File: config.mk
export PLATFORM = sky130hd
export DESIGN_NAME = exon_boundary_inference_core
export DESIGN_NICKNAME = d
export VERILOG_FILES = /design/src/sv/ebi_pkg.sv /design/src/sv/ebi_ram.sv /design/src/sv/ebi_ctrl.sv /design/src/sv/ebi_datapath.sv /design/src/sv/exon_boundary_inference_core.sv
export SDC_FILE = /design/constraint.sdc
export NUM_CORES = 1
export LEC_CHECK = 0
export CAP_MARGIN = 15
export CORE_MARGIN = 4
export CORE_UTILIZATION = 60
export CTS_CLUSTER_SIZE = 10
export DETAILED_ROUTE_END_ITERATION = 10
export DONT_BUFFER_PORTS = 1
export GPL_TIMING_DRIVEN = 0
export PLACE_DENSITY = 0.8
export SLEW_MARGIN = 15
export SYNTH_ARGS = -nofsm -noshare
export SYNTH_HDL_FRONTEND = slang
export SYNTH_SLANG_ARGS = --single-unit
File: constraint.sdc
create_clock -name clk -period 10.7 [get_ports clk]
set_clock_uncertainty 0.15 [all_clocks]
set_input_delay 0.535 -clock clk [delete_from_list [all_inputs] [get_ports clk]]
set_output_delay 0.535 -clock clk [all_outputs]
set_load 0.02 [all_outputs]
File: src/sv/ebi_pkg.sv
// ----------------------------------------------------------------------------
// ebi_pkg
// Shared types and codes for the exon boundary inference block: site kinds,
// error codes, result selectors and the controller/datapath interface.
// ----------------------------------------------------------------------------
package ebi_pkg;

    localparam int SITE_BITS     = 32;
    localparam int GAP_BITS      = 20;
    localparam logic [GAP_BITS-1:0] GAP_RESET = 20'd400;
    localparam int OUT_DATA_BITS = 128;
    localparam int OUT_USER_BITS = 5;

    // site kinds
    localparam logic [1:0] KIND_EXON_START = 2'd0;
    localparam logic [1:0] KIND_JUNC_END   = 2'd1;
    localparam logic [1:0] KIND_JUNC_START = 2'd2;
    localparam logic [1:0] KIND_EXON_END   = 2'd3;

    // error codes
    localparam logic [1:0] ERR_NONE     = 2'd0;
    localparam logic [1:0] ERR_NO_START = 2'd1;
    localparam logic [1:0] ERR_LEFTOVER = 2'd2;
    localparam logic [1:0] ERR_OVERFLOW = 2'd3;

    // result selectors
    localparam logic [1:0] EMIT_EXON = 2'd0;
    localparam logic [1:0] EMIT_ACC  = 2'd1;
    localparam logic [1:0] EMIT_HALF = 2'd2;
    localparam logic [1:0] EMIT_ERR  = 2'd3;

    typedef struct packed {
        logic       load;
        logic       flush_start;
        logic       flush_next;
        logic       ram_re;
        logic       emit;
        logic [1:0] emit_sel;
        logic [1:0] err_code;
        logic       last;
        logic       update;
        logic       gene_clear;
    } ebi_cmd_t;

    typedef struct packed {
        logic [1:0] kind;
        logic       done;
        logic       in_annot;
        logic       cur_valid;
        logic       past;
        logic       near;
        logic       count_zero;
        logic       count_full;
        logic       flush_last;
        logic       slot_free;
    } ebi_status_t;

endpackage

File: src/sv/ebi_ram.sv
// ----------------------------------------------------------------------------
// ebi_ram
// Generic single-write, single-read RAM with registered read data.
// ----------------------------------------------------------------------------
module ebi_ram #(
    parameter int WIDTH     = 32,
    parameter int DEPTH     = 16,
    parameter int ADDR_BITS = (DEPTH > 1) ? $clog2(DEPTH) : 1
) (
    input  logic                 clk,
    input  logic                 we,
    input  logic [ADDR_BITS-1:0] waddr,
    input  logic [WIDTH-1:0]     wdata,
    input  logic                 re,
    input  logic [ADDR_BITS-1:0] raddr,
    output logic [WIDTH-1:0]     rdata
);

    logic [WIDTH-1:0] mem_reg [DEPTH];
    logic [WIDTH-1:0] rdata_reg;

    always_ff @(posedge clk)
    begin
        if (we)
        begin
            mem_reg[waddr] <= wdata;
        end
        if (re)
        begin
            rdata_reg <= mem_reg[raddr];
        end
    end

    assign rdata = rdata_reg;

endmodule

File: src/sv/ebi_ctrl.sv
// ----------------------------------------------------------------------------
// ebi_ctrl
// Sequencer: plans the results of one site item, then walks the result
// phases in order, the state update and the end-of-gene phases.
// ----------------------------------------------------------------------------
module ebi_ctrl
    import ebi_pkg::*;
(
    input  logic        clk,
    input  logic        rst_n,
    input  logic        s_tvalid,
    output logic        s_tready,
    input  ebi_status_t st,
    output ebi_cmd_t    cmd
);

    localparam logic [3:0] ST_IDLE     = 4'd0;
    localparam logic [3:0] ST_DECIDE   = 4'd1;
    localparam logic [3:0] ST_PRE_E    = 4'd2;
    localparam logic [3:0] ST_FL_RD    = 4'd3;
    localparam logic [3:0] ST_FL_WR    = 4'd4;
    localparam logic [3:0] ST_POST_E   = 4'd5;
    localparam logic [3:0] ST_HALF     = 4'd6;
    localparam logic [3:0] ST_ERR_ITEM = 4'd7;
    localparam logic [3:0] ST_UPDATE   = 4'd8;
    localparam logic [3:0] ST_ERR2     = 4'd9;
    localparam logic [3:0] ST_FIN_E    = 4'd10;
    localparam logic [3:0] ST_CLEAR    = 4'd11;

    typedef struct packed {
        logic       pre_e;
        logic       flush;
        logic       post_e;
        logic       half;
        logic       err_item;
        logic [1:0] err_code;
        logic       err2;
        logic       fin_e;
        logic       done;
    } plan_t;

    logic [3:0] state_reg, state_next;
    plan_t      plan_reg, plan_next, plan_new;

    function automatic logic [3:0] next_after(plan_t p, logic [3:0] cur);
        logic [3:0] nx;
        if (cur < ST_PRE_E && p.pre_e)
            nx = ST_PRE_E;
        else if (cur < ST_FL_RD && p.flush)
            nx = ST_FL_RD;
        else if (cur < ST_POST_E && p.post_e)
            nx = ST_POST_E;
        else if (cur < ST_HALF && p.half)
            nx = ST_HALF;
        else if (cur < ST_ERR_ITEM && p.err_item)
            nx = ST_ERR_ITEM;
        else if (cur < ST_UPDATE)
            nx = ST_UPDATE;
        else if (cur < ST_ERR2 && p.err2)
            nx = ST_ERR2;
        else if (cur < ST_FIN_E && p.fin_e)
            nx = ST_FIN_E;
        else if (p.done)
            nx = ST_CLEAR;
        else
            nx = ST_IDLE;
        return nx;
    endfunction

    // true when a result phase after cur is still to come
    function automatic logic more_after(plan_t p, logic [3:0] cur);
        logic m;
        m = (cur < ST_POST_E && p.post_e) || (cur < ST_HALF && p.half) ||
            (cur < ST_ERR_ITEM && p.err_item) || (cur < ST_ERR2 && p.err2) ||
            (cur < ST_FIN_E && p.fin_e) || (cur < ST_FL_RD && p.flush);
        return m;
    endfunction

    // plan from the state before the item is applied
    always_comb
    begin
        plan_new      = '0;
        plan_new.done = st.done;
        if (st.in_annot)
        begin
            plan_new.err2  = st.done && !st.count_zero;
            plan_new.fin_e = st.done && (st.kind == KIND_EXON_END);
        end
        else
        begin
            case (st.kind)
                KIND_EXON_START:
                begin
                    plan_new.pre_e = st.cur_valid;
                    plan_new.flush = st.past && !st.count_zero;
                end
                KIND_JUNC_END:
                begin
                    plan_new.pre_e    = st.cur_valid;
                    plan_new.flush    = st.past && !st.count_zero;
                    plan_new.err_item = !st.past && st.count_full;
                    plan_new.err_code = ERR_OVERFLOW;
                    plan_new.err2     = st.done;
                end
                KIND_JUNC_START:
                begin
                    if (st.near)
                    begin
                        plan_new.err2  = st.done && !st.count_zero;
                        plan_new.fin_e = st.done;
                    end
                    else if (!st.past)
                    begin
                        plan_new.fin_e = st.done;
                    end
                    else
                    begin
                        plan_new.flush  = !st.count_zero;
                        plan_new.post_e = st.cur_valid;
                        plan_new.half   = 1'b1;
                    end
                end
                default:
                begin
                    plan_new.err_item = 1'b1;
                    plan_new.err_code = ERR_NO_START;
                    plan_new.err2     = st.done && !st.count_zero;
                    plan_new.fin_e    = st.done && st.cur_valid;
                end
            endcase
        end
    end

    always_comb
    begin
        state_next = state_reg;
        plan_next  = plan_reg;
        cmd        = '0;
        s_tready   = (state_reg == ST_IDLE);
        case (state_reg)
            ST_IDLE:
            begin
                if (s_tvalid)
                begin
                    cmd.load   = 1'b1;
                    state_next = ST_DECIDE;
                end
            end
            ST_DECIDE:
            begin
                cmd.flush_start = 1'b1;
                plan_next       = plan_new;
                state_next      = next_after(plan_new, ST_DECIDE);
            end
            ST_PRE_E, ST_POST_E, ST_FIN_E:
            begin
                if (st.slot_free)
                begin
                    cmd.emit     = 1'b1;
                    cmd.emit_sel = EMIT_EXON;
                    cmd.last     = !more_after(plan_reg, state_reg);
                    state_next   = next_after(plan_reg, state_reg);
                end
            end
            ST_HALF:
            begin
                if (st.slot_free)
                begin
                    cmd.emit     = 1'b1;
                    cmd.emit_sel = EMIT_HALF;
                    cmd.last     = !more_after(plan_reg, state_reg);
                    state_next   = next_after(plan_reg, state_reg);
                end
            end
            ST_ERR_ITEM:
            begin
                if (st.slot_free)
                begin
                    cmd.emit     = 1'b1;
                    cmd.emit_sel = EMIT_ERR;
                    cmd.err_code = plan_reg.err_code;
                    cmd.last     = !more_after(plan_reg, state_reg);
                    state_next   = next_after(plan_reg, state_reg);
                end
            end
            ST_ERR2:
            begin
                if (st.slot_free)
                begin
                    cmd.emit     = 1'b1;
                    cmd.emit_sel = EMIT_ERR;
                    cmd.err_code = ERR_LEFTOVER;
                    cmd.last     = !more_after(plan_reg, state_reg);
                    state_next   = next_after(plan_reg, state_reg);
                end
            end
            ST_FL_RD:
            begin
                cmd.ram_re = 1'b1;
                state_next = ST_FL_WR;
            end
            ST_FL_WR:
            begin
                // hold the read data until the output slot frees up
                if (st.slot_free)
                begin
                    cmd.emit       = 1'b1;
                    cmd.emit_sel   = EMIT_ACC;
                    cmd.flush_next = 1'b1;
                    cmd.last       = st.flush_last && !more_after(plan_reg, ST_FL_WR);
                    state_next     = st.flush_last ? next_after(plan_reg, ST_FL_WR)
                                                   : ST_FL_RD;
                end
            end
            ST_UPDATE:
            begin
                cmd.update = 1'b1;
                state_next = next_after(plan_reg, ST_UPDATE);
            end
            ST_CLEAR:
            begin
                cmd.gene_clear = 1'b1;
                state_next     = ST_IDLE;
            end
            default:
            begin
                state_next = ST_IDLE;
            end
        endcase
    end

    always_ff @(posedge clk or negedge rst_n)
    begin
        if (!rst_n)
        begin
            state_reg <= ST_IDLE;
            plan_reg  <= '0;
        end
        else
        begin
            state_reg <= state_next;
            plan_reg  <= plan_next;
        end
    end

endmodule

File: src/sv/ebi_datapath.sv
// ----------------------------------------------------------------------------
// ebi_datapath
// Item registers, open-exon state, acceptor buffer with its first/last
// copies, distance compares and the output register.
// ----------------------------------------------------------------------------
module ebi_datapath
    import ebi_pkg::*;
#(
    parameter int ACCEPTOR_DEPTH = 16,
    parameter int POSITION_BITS  = 32
) (
    input  logic                     clk,
    input  logic                     rst_n,
    input  logic [SITE_BITS-1:0]     s_tdata,
    input  logic [1:0]               s_tuser,
    input  logic                     s_tlast,
    output logic                     m_tvalid,
    input  logic                     m_tready,
    output logic [OUT_DATA_BITS-1:0] m_tdata,
    output logic [OUT_USER_BITS-1:0] m_tuser,
    output logic                     m_tlast,
    input  logic                     cfg_we,
    input  logic [GAP_BITS-1:0]      cfg_wdata,
    input  ebi_cmd_t                 cmd,
    output ebi_status_t              st
);

    localparam int PW = (POSITION_BITS < SITE_BITS) ? POSITION_BITS : SITE_BITS;
    localparam int SW = ((PW > GAP_BITS) ? PW : GAP_BITS) + 1;
    localparam int CW = $clog2(ACCEPTOR_DEPTH + 1);
    localparam int AW = (ACCEPTOR_DEPTH > 1) ? $clog2(ACCEPTOR_DEPTH) : 1;

    logic [GAP_BITS-1:0] max_gap_reg, max_gap_next;
    logic [PW-1:0]       pos_reg, pos_next;
    logic [1:0]          kind_reg, kind_next;
    logic                done_reg, done_next;

    logic [CW-1:0]       count_reg, count_next;
    logic [CW-1:0]       flush_idx_reg, flush_idx_next;
    logic [PW-1:0]       first_reg, first_next;
    logic [PW-1:0]       last_reg, last_next;
    logic [PW-1:0]       cur_start_reg, cur_start_next;
    logic [PW-1:0]       cur_end_reg, cur_end_next;
    logic                cur_valid_reg, cur_valid_next;
    logic [PW-1:0]       ann_start_reg, ann_start_next;
    logic [PW-1:0]       ann_end_reg, ann_end_next;
    logic                ann_valid_reg, ann_valid_next;
    logic                inside_reg, inside_next;

    logic                out_valid_reg, out_valid_next;
    logic [PW-1:0]       out_start_reg, out_start_next;
    logic [PW-1:0]       out_end_reg, out_end_next;
    logic [PW-1:0]       out_as_reg, out_as_next;
    logic [PW-1:0]       out_ae_reg, out_ae_next;
    logic [OUT_USER_BITS-1:0] out_user_reg, out_user_next;
    logic                out_last_reg, out_last_next;

    logic [SW-1:0]       last_sum, end_sum, pos_ext;
    logic                past, near, count_zero, count_full, slot_free;
    logic                ram_we;
    logic [AW-1:0]       ram_waddr;
    logic [PW-1:0]       ram_rdata;

    ebi_ram #(
        .WIDTH (PW),
        .DEPTH (ACCEPTOR_DEPTH)
    ) u_acc_ram (
        .clk   (clk),
        .we    (ram_we),
        .waddr (ram_waddr),
        .wdata (pos_reg),
        .re    (cmd.ram_re),
        .raddr (flush_idx_reg[AW-1:0]),
        .rdata (ram_rdata)
    );

    assign pos_ext    = SW'(pos_reg);
    assign last_sum   = SW'(last_reg) + SW'(max_gap_reg);
    assign end_sum    = SW'(cur_end_reg) + SW'(max_gap_reg);
    assign count_zero = (count_reg == '0);
    assign count_full = (count_reg == CW'(ACCEPTOR_DEPTH));
    assign past       = count_zero || (last_sum < pos_ext);
    assign near       = cur_valid_reg && !(end_sum < pos_ext);
    assign slot_free  = !out_valid_reg || m_tready;

    always_comb
    begin
        st.kind       = kind_reg;
        st.done       = done_reg;
        st.in_annot   = inside_reg;
        st.cur_valid  = cur_valid_reg;
        st.past       = past;
        st.near       = near;
        st.count_zero = count_zero;
        st.count_full = count_full;
        st.flush_last = (CW'(flush_idx_reg + CW'(1)) == count_reg);
        st.slot_free  = slot_free;
    end

    // item load, state update and gene clear
    always_comb
    begin
        max_gap_next   = cfg_we ? cfg_wdata : max_gap_reg;
        pos_next       = pos_reg;
        kind_next      = kind_reg;
        done_next      = done_reg;
        count_next     = count_reg;
        flush_idx_next = flush_idx_reg;
        first_next     = first_reg;
        last_next      = last_reg;
        cur_start_next = cur_start_reg;
        cur_end_next   = cur_end_reg;
        cur_valid_next = cur_valid_reg;
        ann_start_next = ann_start_reg;
        ann_end_next   = ann_end_reg;
        ann_valid_next = ann_valid_reg;
        inside_next    = inside_reg;
        ram_we         = 1'b0;
        ram_waddr      = count_reg[AW-1:0];

        if (cmd.load)
        begin
            pos_next  = s_tdata[PW-1:0];
            kind_next = s_tuser;
            done_next = s_tlast;
        end
        if (cmd.flush_start)
        begin
            flush_idx_next = '0;
        end
        if (cmd.flush_next)
        begin
            flush_idx_next = CW'(flush_idx_reg + CW'(1));
        end

        if (cmd.update)
        begin
            if (inside_reg)
            begin
                if (kind_reg == KIND_EXON_END)
                begin
                    cur_end_next = pos_reg;
                    ann_end_next = pos_reg;
                    inside_next  = 1'b0;
                end
            end
            else
            begin
                case (kind_reg)
                    KIND_EXON_START:
                    begin
                        cur_start_next = past ? pos_reg : first_reg;
                        cur_end_next   = '0;
                        ann_start_next = pos_reg;
                        ann_end_next   = '0;
                        cur_valid_next = 1'b1;
                        ann_valid_next = 1'b1;
                        inside_next    = 1'b1;
                        count_next     = '0;
                    end
                    KIND_JUNC_END:
                    begin
                        cur_start_next = '0;
                        cur_end_next   = '0;
                        ann_start_next = '0;
                        ann_end_next   = '0;
                        cur_valid_next = 1'b0;
                        ann_valid_next = 1'b0;
                        if (past)
                        begin
                            ram_we     = 1'b1;
                            ram_waddr  = '0;
                            count_next = CW'(1);
                            first_next = pos_reg;
                            last_next  = pos_reg;
                        end
                        else if (!count_full)
                        begin
                            ram_we     = 1'b1;
                            count_next = CW'(count_reg + CW'(1));
                            last_next  = pos_reg;
                        end
                    end
                    KIND_JUNC_START:
                    begin
                        if (near)
                        begin
                            cur_end_next = pos_reg;
                        end
                        else if (!past)
                        begin
                            cur_start_next = first_reg;
                            cur_end_next   = pos_reg;
                            cur_valid_next = 1'b1;
                            ann_valid_next = 1'b0;
                            ann_start_next = '0;
                            ann_end_next   = '0;
                            count_next     = '0;
                        end
                        else
                        begin
                            count_next     = '0;
                            cur_start_next = '0;
                            cur_end_next   = '0;
                            ann_start_next = '0;
                            ann_end_next   = '0;
                            cur_valid_next = 1'b0;
                            ann_valid_next = 1'b0;
                        end
                    end
                    default:
                    begin
                        // stray exon end: only an error result
                    end
                endcase
            end
        end

        if (cmd.gene_clear)
        begin
            count_next     = '0;
            cur_start_next = '0;
            cur_end_next   = '0;
            ann_start_next = '0;
            ann_end_next   = '0;
            cur_valid_next = 1'b0;
            ann_valid_next = 1'b0;
            inside_next    = 1'b0;
        end
    end

    // output register
    always_comb
    begin
        out_valid_next = out_valid_reg && !m_tready;
        out_start_next = out_start_reg;
        out_end_next   = out_end_reg;
        out_as_next    = out_as_reg;
        out_ae_next    = out_ae_reg;
        out_user_next  = out_user_reg;
        out_last_next  = out_last_reg;
        if (cmd.emit)
        begin
            out_valid_next = 1'b1;
            out_last_next  = cmd.last;
            out_start_next = '0;
            out_end_next   = '0;
            out_as_next    = '0;
            out_ae_next    = '0;
            out_user_next  = '0;
            case (cmd.emit_sel)
                EMIT_EXON:
                begin
                    out_start_next = cur_start_reg;
                    out_end_next   = cur_end_reg;
                    if (ann_valid_reg)
                    begin
                        out_as_next = ann_start_reg;
                        out_ae_next = ann_end_reg;
                    end
                    out_user_next  = {ERR_NONE, ann_valid_reg, 1'b1, 1'b1};
                end
                EMIT_ACC:
                begin
                    out_start_next = ram_rdata;
                    out_user_next  = {ERR_NONE, 1'b0, 1'b0, 1'b1};
                end
                EMIT_HALF:
                begin
                    out_end_next  = pos_reg;
                    out_user_next = {ERR_NONE, 1'b0, 1'b1, 1'b0};
                end
                default:
                begin
                    out_user_next = {cmd.err_code, 1'b0, 1'b0, 1'b0};
                end
            endcase
        end
    end

    assign m_tvalid = out_valid_reg;
    assign m_tdata  = {SITE_BITS'(out_ae_reg), SITE_BITS'(out_as_reg),
                       SITE_BITS'(out_end_reg), SITE_BITS'(out_start_reg)};
    assign m_tuser  = out_user_reg;
    assign m_tlast  = out_last_reg;

    always_ff @(posedge clk or negedge rst_n)
    begin
        if (!rst_n)
        begin
            max_gap_reg   <= GAP_RESET;
            count_reg     <= '0;
            flush_idx_reg <= '0;
            cur_start_reg <= '0;
            cur_end_reg   <= '0;
            cur_valid_reg <= 1'b0;
            ann_start_reg <= '0;
            ann_end_reg   <= '0;
            ann_valid_reg <= 1'b0;
            inside_reg    <= 1'b0;
            out_valid_reg <= 1'b0;
        end
        else
        begin
            max_gap_reg   <= max_gap_next;
            count_reg     <= count_next;
            flush_idx_reg <= flush_idx_next;
            cur_start_reg <= cur_start_next;
            cur_end_reg   <= cur_end_next;
            cur_valid_reg <= cur_valid_next;
            ann_start_reg <= ann_start_next;
            ann_end_reg   <= ann_end_next;
            ann_valid_reg <= ann_valid_next;
            inside_reg    <= inside_next;
            out_valid_reg <= out_valid_next;
        end
    end

    always_ff @(posedge clk)
    begin
        pos_reg       <= pos_next;
        kind_reg      <= kind_next;
        done_reg      <= done_next;
        first_reg     <= first_next;
        last_reg      <= last_next;
        out_start_reg <= out_start_next;
        out_end_reg   <= out_end_next;
        out_as_reg    <= out_as_next;
        out_ae_reg    <= out_ae_next;
        out_user_reg  <= out_user_next;
        out_last_reg  <= out_last_next;
    end

endmodule

File: src/sv/exon_boundary_inference_core.sv
// ----------------------------------------------------------------------------
// exon_boundary_inference_core
// Sweeps one gene's sorted splice-site items and emits inferred exons.
// ----------------------------------------------------------------------------
// Input stream (s_*): one splice-site item per transfer, tdata the position,
// tuser the site kind, tlast the gene's last site. Output stream (m_*): one
// inferred exon, half exon or error per transfer; tlast marks the last result
// an input item causes. max_gap is to be written through cfg_we/cfg_wdata only
// while the block is idle; the block itself does not enforce this.
// Each item runs through a sequencer: accept, plan, a phase per result
// (a read and an emit phase per flushed acceptor, which is read back from
// the acceptor RAM), the state update and, on the gene's last item, any
// end-of-gene results and a clear phase. The next item is taken only when
// the sequencer is back in idle.
// Reset returns all gene state to empty and max_gap to 400; acceptor RAM
// contents are not cleared, as only entries written in the current run are
// read.
// A stalled receiver holds the output register; the sequencer waits in its
// result phase and the input side stays not ready until it moves on.
// ----------------------------------------------------------------------------
module exon_boundary_inference_core
    import ebi_pkg::*;
#(
    parameter int ACCEPTOR_DEPTH = 16,
    parameter int POSITION_BITS  = 32
) (
    input  logic                     clk,
    input  logic                     rst_n,
    input  logic                     s_tvalid,
    output logic                     s_tready,
    input  logic [SITE_BITS-1:0]     s_tdata,   // site_position
    input  logic [1:0]               s_tuser,   // site_kind
    input  logic                     s_tlast,
    output logic                     m_tvalid,
    input  logic                     m_tready,
    output logic [OUT_DATA_BITS-1:0] m_tdata,   // exon_start, exon_end, ann_start, ann_end
    output logic [OUT_USER_BITS-1:0] m_tuser,   // start_known, end_known, is_annotated,
                                                // error_code[1:0]
    output logic                     m_tlast,
    input  logic                     cfg_we,
    input  logic [GAP_BITS-1:0]      cfg_wdata
);

    ebi_cmd_t    cmd;
    ebi_status_t st;

    ebi_ctrl u_ctrl (
        .clk      (clk),
        .rst_n    (rst_n),
        .s_tvalid (s_tvalid),
        .s_tready (s_tready),
        .st       (st),
        .cmd      (cmd)
    );

    ebi_datapath #(
        .ACCEPTOR_DEPTH (ACCEPTOR_DEPTH),
        .POSITION_BITS  (POSITION_BITS)
    ) u_datapath (
        .clk       (clk),
        .rst_n     (rst_n),
        .s_tdata   (s_tdata),
        .s_tuser   (s_tuser),
        .s_tlast   (s_tlast),
        .m_tvalid  (m_tvalid),
        .m_tready  (m_tready),
        .m_tdata   (m_tdata),
        .m_tuser   (m_tuser),
        .m_tlast   (m_tlast),
        .cfg_we    (cfg_we),
        .cfg_wdata (cfg_wdata),
        .cmd       (cmd),
        .st        (st)
    );

endmodule

[After elaboration in Yosys (flattened, before gate mapping)]
Memory sizes are Yosys's and may differ from the RTL's. A register that Yosys moved wholly into a read port is not among the register bits.
Cells that the tools add are included.
Word-level totals
  register bits: 409
  output and inout port bits: 136
  ROM bits: 0
  latch bits: 0
  memory bits (writable): 512
  memories: 1
  input bits: 60
  word-level logic and storage cells: 249
Memory list
  u_datapath.u_acc_ram.mem_reg: depth 16, width 32, read ports 1, clocked after Yosys merged registers in 1, wr ports 1, RTL line ebi_ram.sv:19  | logic [WIDTH-1:0] mem_reg [DEPTH];
Cells by class
  shifts and indexed selects: 0
  div/mod/pow operators: 0
  bitwise operators: 1
  add/sub/neg operators: 4
  $mul: 0
  muxes and demuxes: 120
  equal/unequal tests: 27
  reduce and logical (&&, ||, !) cells: 54
  order comparisons: 10
Operator list (count)
  32-bit 2-to-1 mux: 21
  32-bit case mux with 2 select lines: 4
  32-bit case mux with 3 select lines: 2
  4-bit 2-to-1 mux: 27
  32-bit by 20-bit adder with 33-bit output: 2
  33-bit by 32-bit < comparator with 1-bit output: 2
  5-bit 2-to-1 mux: 8
  1-bit 2-to-1 mux: 36
  5-bit case mux with 3 select lines: 2
  4-bit case mux with 6 select lines: 1
  4-bit by 3-bit equality test with 1-bit output (second input constant): 4
  4-bit equality test (second input constant): 4
  1-bit logical AND: 15
  3-bit 2-to-1 mux: 5
  3-bit case mux with 5 select lines: 1
  4-bit by 3-bit < comparator with 1-bit output (second input constant): 3
  4-bit < comparator (second input constant): 3
  6-bit 2-to-1 mux: 2
  4-bit AND reduction: 3
  1-bit logical OR: 11
  5-bit by 1-bit adder with 5-bit output (second input constant): 2
  1-bit case mux with 3 select lines: 3
  3-bit AND reduction: 3
  4-bit by 2-bit equality test with 1-bit output (second input constant): 2
  other kinds (29): 50

[Depth between registers and ports, before layout]
Gate-level depths: netlist (run 1).
  word-level depth: 13
  depth in mapped cells: 25
  mapped depth without buffers: 23

[Modules after synthesis]
Synthesis (run 1) repeated with hierarchy kept, for this count alone.
Second synthesis, totals
  cell total of the unflattened synthesis: 2517
  area, all modules: 40791.6 µm²
Modules (own cells, without submodules)
  ebi_ram: area an instance 20155.6 µm², cells each 838, sequential area each 16335.7 µm², instances 1
  ebi_datapath: area an instance 19299.8 µm², cells each 1496, sequential area each 11054.4 µm², instances 1
  ebi_ctrl: area an instance 1336.3 µm², cells each 183, sequential area each 325.3 µm², instances 1

[Least setup slack after synthesis (run 1)]
Ideal clock, no wire load.
  path kind: reg-to-reg
  from: register u_datapath.max_gap_reg[0]
  to: memory u_datapath.u_acc_ram.mem_reg[11][0] (enable)
  cell stages (with the launch flop): 24
  data required time: 10.037 ns
  setup time: 0.513 ns
  path slack: 2.452 ns
  arrival: 7.584 ns
  path buffers: 1
  clock period less this slack: 8.248 ns
  cell sequence: dfrtp_1 ha_1 inv_1 fa_1 nor2b_1 o31a_1 o211ai_1 o31ai_1 o21ai_0 nor2b_1 o21ai_0 and2_1 xor2_1 ha_1 nand3_1 nor2_1 nand2_1 or4_1 o22ai_1 a211oi_1 nand2_1 clkbuf_1 nand2_1 nor4b_1
Between the ends
  longest elaborated chain between the ends: 9
  elaborated cells on any way between the ends: 13
  those cells by class: add/sub: 1; order compare: 1; mux: 10; reduce/logical: 1
Ends and longest elaborated chain
  from (decl): RTL line ebi_datapath.sv:33  | logic [GAP_BITS-1:0] max_gap_reg, max_gap_next;
  from (signal assigned): RTL line ebi_datapath.sv:305  | max_gap_reg <= max_gap_next;
  32-bit by 20-bit adder with 33-bit output (*): RTL line ebi_datapath.sv:78  | assign last_sum = SW'(last_reg) + SW'(max_gap_reg);
  33-bit by 32-bit < comparator with 1-bit output (*): RTL line ebi_datapath.sv:82  | assign past = count_zero || (last_sum < pos_ext);
  1-bit logical OR (*): RTL line ebi_datapath.sv:82
  1-bit 2-to-1 mux: RTL line ebi_datapath.sv:169  | if (past)
  1-bit 2-to-1 mux: RTL line ebi_datapath.sv:149  | case (kind_reg)
  1-bit 2-to-1 mux: RTL line ebi_datapath.sv:138  | if (inside_reg)
  1-bit 2-to-1 mux: RTL line ebi_datapath.sv:136  | if (cmd.update)
  1-bit 2-to-1 mux: RTL line ebi_ram.sv:24  | if (we)
  1-bit 2-to-1 mux (not written as such): RTL line ebi_ram.sv:26  | mem_reg[waddr] <= wdata;
  to (decl): RTL line ebi_ram.sv:19
Mark *: on every way between the ends. The rest lies on a longest branch, timed or not.

[Worst setup path in the final report (run 1)]
  from: register u_datapath.max_gap_reg[0]
  to: memory u_datapath.u_acc_ram.mem_reg[3][11] (enable)
Same word-level chain as after synthesis.

==> flow_summary.yaml, run 1 <==
run_status:
  status: "finished, final reports clean"
pwr:
  power.density_nw_per_um2: 254.4
  combinationalPowerShare_pct: 24.2
  clkPwrFrac_pct: 28.3
  p_leak_nw: 16.35
  swShare_pct: 33.58
  seqPwrFrac_pct: 47.6
  switchingPower_mw: 3.906
  p_total_mw: 11.63
  ir_worst_vdd_uv: 161.4
  p_int_mw: 7.725
floorplan:
  rows: 94
  fp.dieH_um: 266.9
  start_util_pct: 60.84
  die_width_um: 266.9
  pin_count: 196
  dieArea_um2: 71230
  core_area_um2: 66100
grt:
  overflow: 0
  antenna_found_initial: 2
  grt_pass1_vias: 24830
  track_usage_pct: 31.03
  grt_pass1_wl_mm: 162.4
  grt_max_degree: 177
flow_run:
  maxCapViolations: 0
setup_path:
  endpoint_kind: "register"
  critical_path.max_fanout: 18
  critical_path_arrival_ns: 8.28
  cpLargestDelayFamily: "simple AND/OR/NAND/NOR gates"
  crit_start: "u_datapath.max_gap_reg[0]"
  slowest_stage: "clkbuf_1"
  cp_slowest_stage_delay_ns: 0.62
  cp-start-kind: "register"
  critPathRequiredTime_ns: 10.92
  crit_type: "register to register"
  crit_buf_inv: 4
  timing.rr.start: "u_datapath.max_gap_reg[0]"
sta:
  tightestPinTransition_ns: 1.260
  fmax_mhz: 123.9
  hold_violations: 0
  timing.hold.ws_ns: 0.07870
  final.setup.tns_ns: 0
  setup_viol: 0
  final_max_slew_viol_count: 0
  finalCritPeriodShare_pct: 75.42
  rsz0062_at_grt: "false"
  slew_headroom_pct: 16.03
  min_period_ns: 8.070
  finalWorstSetupSlack_ns: 2.630
cts:
  cts_setup_buffers: 0
  cts-root-buf: "clkbuf_16"
  cts_tree: "yes"
  cts_hold_buf: 58
  cts_buffers: 106
  worstSkewPairLatency_ns: 0.69
  clk_pin_slew_ns: 0.06
  post_cts_resize_count: 0
  clock_sinks: 953
  clock_path_buffers: 3
  htreeDepth: 3
yosys:
  ys_ff_latch: 953
  seq_area_frac_synth_pct: 68.98
  syn_inst: 2493
  synth.avg_cell_area_um2: 16.13
  synth_flop_cell: "edfxtp_1"
  post_synth_num_cell_types: 73
  synth_edf_count: 777
  yosys_warnings: 0
  synthesis.nets: 2665
  synth-async-reset-ratio_pct: 18.47
  syn_area_um2: 40210
final_layout:
  multi_input_area_um2: 11850
  fillers: 4136
  final_cells: 3631
  fin_area_um2: 45710
  mostFrequentLayoutCell: "edfxtp_1"
  syn_to_final_growth_pct: 13.68
  seq_area_um2: 27740
  final_cell_mix: "edfxtp_1 (777), nand2_1 (175), dfrtp_1 (173)"
  final_net_count: 2868
  drive_above_1_share_pct: 13.52
  utilization_pct: 69.16
  largest_reg_flops: 512
route:
  ant_nets: 0
  drcViolationCount: 0
  firstDrtPassIters: 5
  vias: 24610
  vias_per_cell: 6.777
  totalWireLength_mm: 110.2
  wl_per_cell_um: 30.35
  drtIter0Drc: 3201
worst_hold_path:
  hold_class: "input pin to register"
  hp-start: "m_tready"
placement:
  hpwl_mm: 73.07
  placed_cells: 3392
  gp_congestion: 0.9230
  placed_area_um2: 42030
  place_ws_ns: 2.843
  portBuffers: 0
[final cells by class]
| type | instances | area share [%] |
|---|---|---|
| Inverter | 58 | 0.4762 |
| Clock inverter | 8 | 0.2847 |
| Buffer | 142 | 1.202 |
| Antenna cell | 1 | 0.005474 |
| Clock buffer | 170 | 6.375 |
| Tap cell | 864 | 2.365 |
| Timing Repair Buffer | 95 | 2.680 |
| Sequential cell | 953 | 60.68 |
| Multi-Input combinational cell | 1340 | 25.93 |
[final timing paths]
kind	endpoint	slack, ns	cells past startpoint
setup / recovery	u_datapath.u_acc_ram.mem_reg[3][11]	2.63	25
hold / removal	u_datapath.m_tvalid	0.08	2
setup reg to reg	u_datapath.u_acc_ram.mem_reg[3][11]	2.63	25
hold reg to reg	u_datapath.cur_start_reg[16]	0.34	2
max in group asynchronous	u_datapath.max_gap_reg[5]	9.26	2
min in group asynchronous	u_datapath.m_tvalid	0.38	2
[kinds of logic after synthesis]
kind of cell | synth area share (%)
adder cells (fa/ha/maj) | 3.522
AO/OA/AOI/OAI | 8.333
buffers and inverters | 1.904
multiplexers | 9.571
flip-flops | 68.98
XOR/XNOR | 1.437
AND/OR/NAND/NOR | 6.248
[power groups by stage]
stage / combinational (mW) / sequential, mW / clock, mW
floorplan: 1.86 / 5.40 / 0
global placement: 2.53 / 5.63 / 0
detailed placement: 2.69 / 5.59 / 0
CTS: 2.77 / 5.53 / 3.31
global route: 3.03 / 5.58 / 3.48
finish: 2.81 / 5.53 / 3.29
[worst register-to-register path: cells and delay by family, from the launching register on]
family                     cells  cell delay, ns
buffers and inverters          4            1.44
and+or+nand+nor                9            2.39
xor gates and xnor gates       1            0.10
adders and majority gates      3            0.97
DFF                            1            0.38
AOI/OAI and AO/OA              8            2.29
[synth_stat cells (all sizes together), types with 26 or more instances]
cell	number	share of area [%]
a21oi	62	0.77
mux4	160	9.0
o31ai	36	0.67
ha	110	3.4
nand2	175	1.6
a22o	128	2.8
a22oi	34	0.63
inv	58	0.54
nor3	26	0.34
buf	34	0.35
edfxtp	777	58
nand3	69	0.86
o21ai	99	1.2
clkbuf	108	1.0
nor2	71	0.66
dfrtp	173	11
and3	71	1.1
xnor2	41	0.89
[per-layer routing]
layer | up-vias | global-route usage, % | routed length [um]
met5 | - | 0 | 0
li1 | 10240 | - | -
met2 | 1643 | 51.36 | 54290
met1 | 12450 | 41.52 | 40500
met4 | 0 | 13.19 | 5071
met3 | 277 | 5.190 | 10320
(Power assumes the default switching activity.)
==> run 2, diff against run 1 <==
--- a/config.mk
+++ b/config.mk
@@ -7,12 +7,12 @@
 export LEC_CHECK = 0
 export CAP_MARGIN = 15
 export CORE_MARGIN = 4
-export CORE_UTILIZATION = 60
+export CORE_UTILIZATION = 57
 export CTS_CLUSTER_SIZE = 10
 export DETAILED_ROUTE_END_ITERATION = 10
 export DONT_BUFFER_PORTS = 1
 export GPL_TIMING_DRIVEN = 0
-export PLACE_DENSITY = 0.8
+export PLACE_DENSITY = 0.79
 export SLEW_MARGIN = 15
 export SYNTH_ARGS = -nofsm -noshare
 export SYNTH_HDL_FRONTEND = slang
==> constraint.sdc (replaced) <==
create_clock -name clk -period 7 [get_ports clk]
set_clock_uncertainty 0.15 [all_clocks]
set_input_delay 0.35 -clock clk [delete_from_list [all_inputs] [get_ports clk]]
set_output_delay 0.35 -clock clk [all_outputs]
set_load 0.02 [all_outputs]
==> flow_summary.yaml, run 2 (synthesis results as in run 1) <==
setup_path:
  critPathRequiredTime_ns: 7.22
  endpoint_kind: "register"
  critical_path_arrival_ns: 6.90
  cp_slowest_stage_delay_ns: 0.49
  crit_buf_inv: 3
  slowest_stage: "or3_4"
  cpLargestDelayFamily: "simple AND/OR/NAND/NOR gates"
  crit_type: "register to register"
  cp-start-kind: "register"
  critical_path.max_fanout: 20
  rr_worst_depth: 25
  crit_cells: 25
floorplan:
  dieArea_um2: 74860
  fp.dieH_um: 273.6
  rows: 97
  die_width_um: 273.6
  core_area_um2: 70030
  start_util_pct: 57.42
  pin_count: 196
route:
  wl_per_cell_um: 30.25
  vias: 24790
  vias_per_cell: 6.651
  firstDrtPassIters: 6
  drtIter0Drc: 3360
  totalWireLength_mm: 112.7
  drcViolationCount: 0
  ant_nets: 0
cts:
  worstSkewPairLatency_ns: 0.68
  clock_path_buffers: 3
  clk_pin_slew_ns: 0.06
  cts_buffers: 106
  htreeDepth: 3
  cts_tree: "yes"
  cts-root-buf: "clkbuf_16"
  clock_sinks: 953
grt:
  grt_pass1_vias: 25380
  antenna_found_initial: 1
  grt_max_degree: 177
  track_usage_pct: 30.44
  overflow: 0
  grt_pass1_wl_mm: 167.1
final_layout:
  fillers: 4601
  syn_to_final_growth_pct: 14.77
  largest_reg_flops: 512
  mostFrequentLayoutCell: "edfxtp_1"
  final_cell_mix: "edfxtp_1 (777), nand2_1 (174), dfrtp_1 (173)"
  final_net_count: 2895
  utilization_pct: 65.91
  drive_above_1_share_pct: 14.89
  diodes: 0
pwr:
  ir_worst_vdd_uv: 361.0
  p_leak_nw: 16.52
  power.density_nw_per_um2: 385.5
sta:
  hold_violations: 0
  rsz0062_at_grt: "false"
  setup_viol: 0
  final.setup.tns_ns: 0
  fmax_mhz: 149.8
  tightestPinTransition_ns: 1.244
  finalCritPeriodShare_pct: 95.38
  min_period_ns: 6.676
  slew_headroom_pct: 17.08
  final_max_slew_viol_count: 0
placement:
  hpwl_mm: 72.79
  portBuffers: 0
  gp_congestion: 0.9080
worst_hold_path:
  hold_class: "input pin to register"
  holdPathStages: 1
flow_run:
  maxCapViolations: 0
run_status:
  status: "finished, final reports clean"
## run 2: final timing paths
kind / from / to / slack [ns]
max in group asynchronous: rst_n / u_datapath.ann_end_reg[24] / 5.70
min in group asynchronous: rst_n / u_datapath.max_gap_reg[5] / 0.19
max reg2reg: u_datapath.max_gap_reg[0] / u_datapath.u_acc_ram.mem_reg[5][11] / 0.32
min reg2reg: u_datapath.first_reg[15] / u_datapath.cur_start_reg[15] / 0.34
max: u_datapath.max_gap_reg[0] / u_datapath.u_acc_ram.mem_reg[5][11] / 0.32
min: s_tvalid / u_datapath.kind_reg[0] / 0.07
## run 2: layout make-up
cell class | instances | area [um2] | share of cell area (%)
buffer | 141 | 553.0 | 1.198
sequential | 953 | 27740 | 60.11
inverter | 58 | 217.7 | 0.4717
multi-input combinational | 1343 | 11960 | 25.92
timing repair buffer | 120 | 1486 | 3.221
clock inverter | 6 | 127.6 | 0.2765
clock buffer | 166 | 2888 | 6.257
tap | 940 | 1176 | 2.548
## run 2: routing by layer
| layer | wire (um) | part of all wire (%) | track usage [%] |
|---|---|---|---|
| met1 | 42180 | 37 | 40.69 |
| met2 | 55330 | 49 | 50.45 |
| met4 | 5013 | 4.4 | 12.40 |
| met3 | 10210 | 9.1 | 5.031 |
| met5 | 13 | 0.012 | 0 |
## run 2: power breakdown
group / total (mW) / internal (mW) / switching [mW]
Sequential: 8.47 / 7.30 / 1.17
Combinational: 4.31 / 1.69 / 2.62
Clock: 5.01 / 2.81 / 2.20
## run 2: stage by stage
| step | total power [mW] | setup slack [ns] | instance area (um2) | std cells | hold slack [ns] |
|---|---|---|---|---|---|
| after global placement | 12.44 | -3.654 | 41400 | 3433 | -0.09140 |
| after floorplan | 11.06 | -0.07585 | 40220 | 2493 | -0.09559 |
| after detailed placement | 12.66 | -0.8599 | 42120 | 3467 | -0.09259 |
| after global routing | 18.53 | 0.05869 | 46150 | 3727 | 0.05439 |
| after CTS | 17.78 | 0.01304 | 46110 | 3726 | 0.03817 |
| final | 17.79 | 0.3235 | 46150 | 3727 | 0.07025 |
## run 2: what timing repair did
action	4_1_cts	5_1_grt
pin swaps	15	1
endpoints found under the setup margin	552	646
gates resized for setup	12	15
setup buffers	26	1
endpoints found under the hold margin	233	0
gates cloned	3	0
hold buffers	59	0
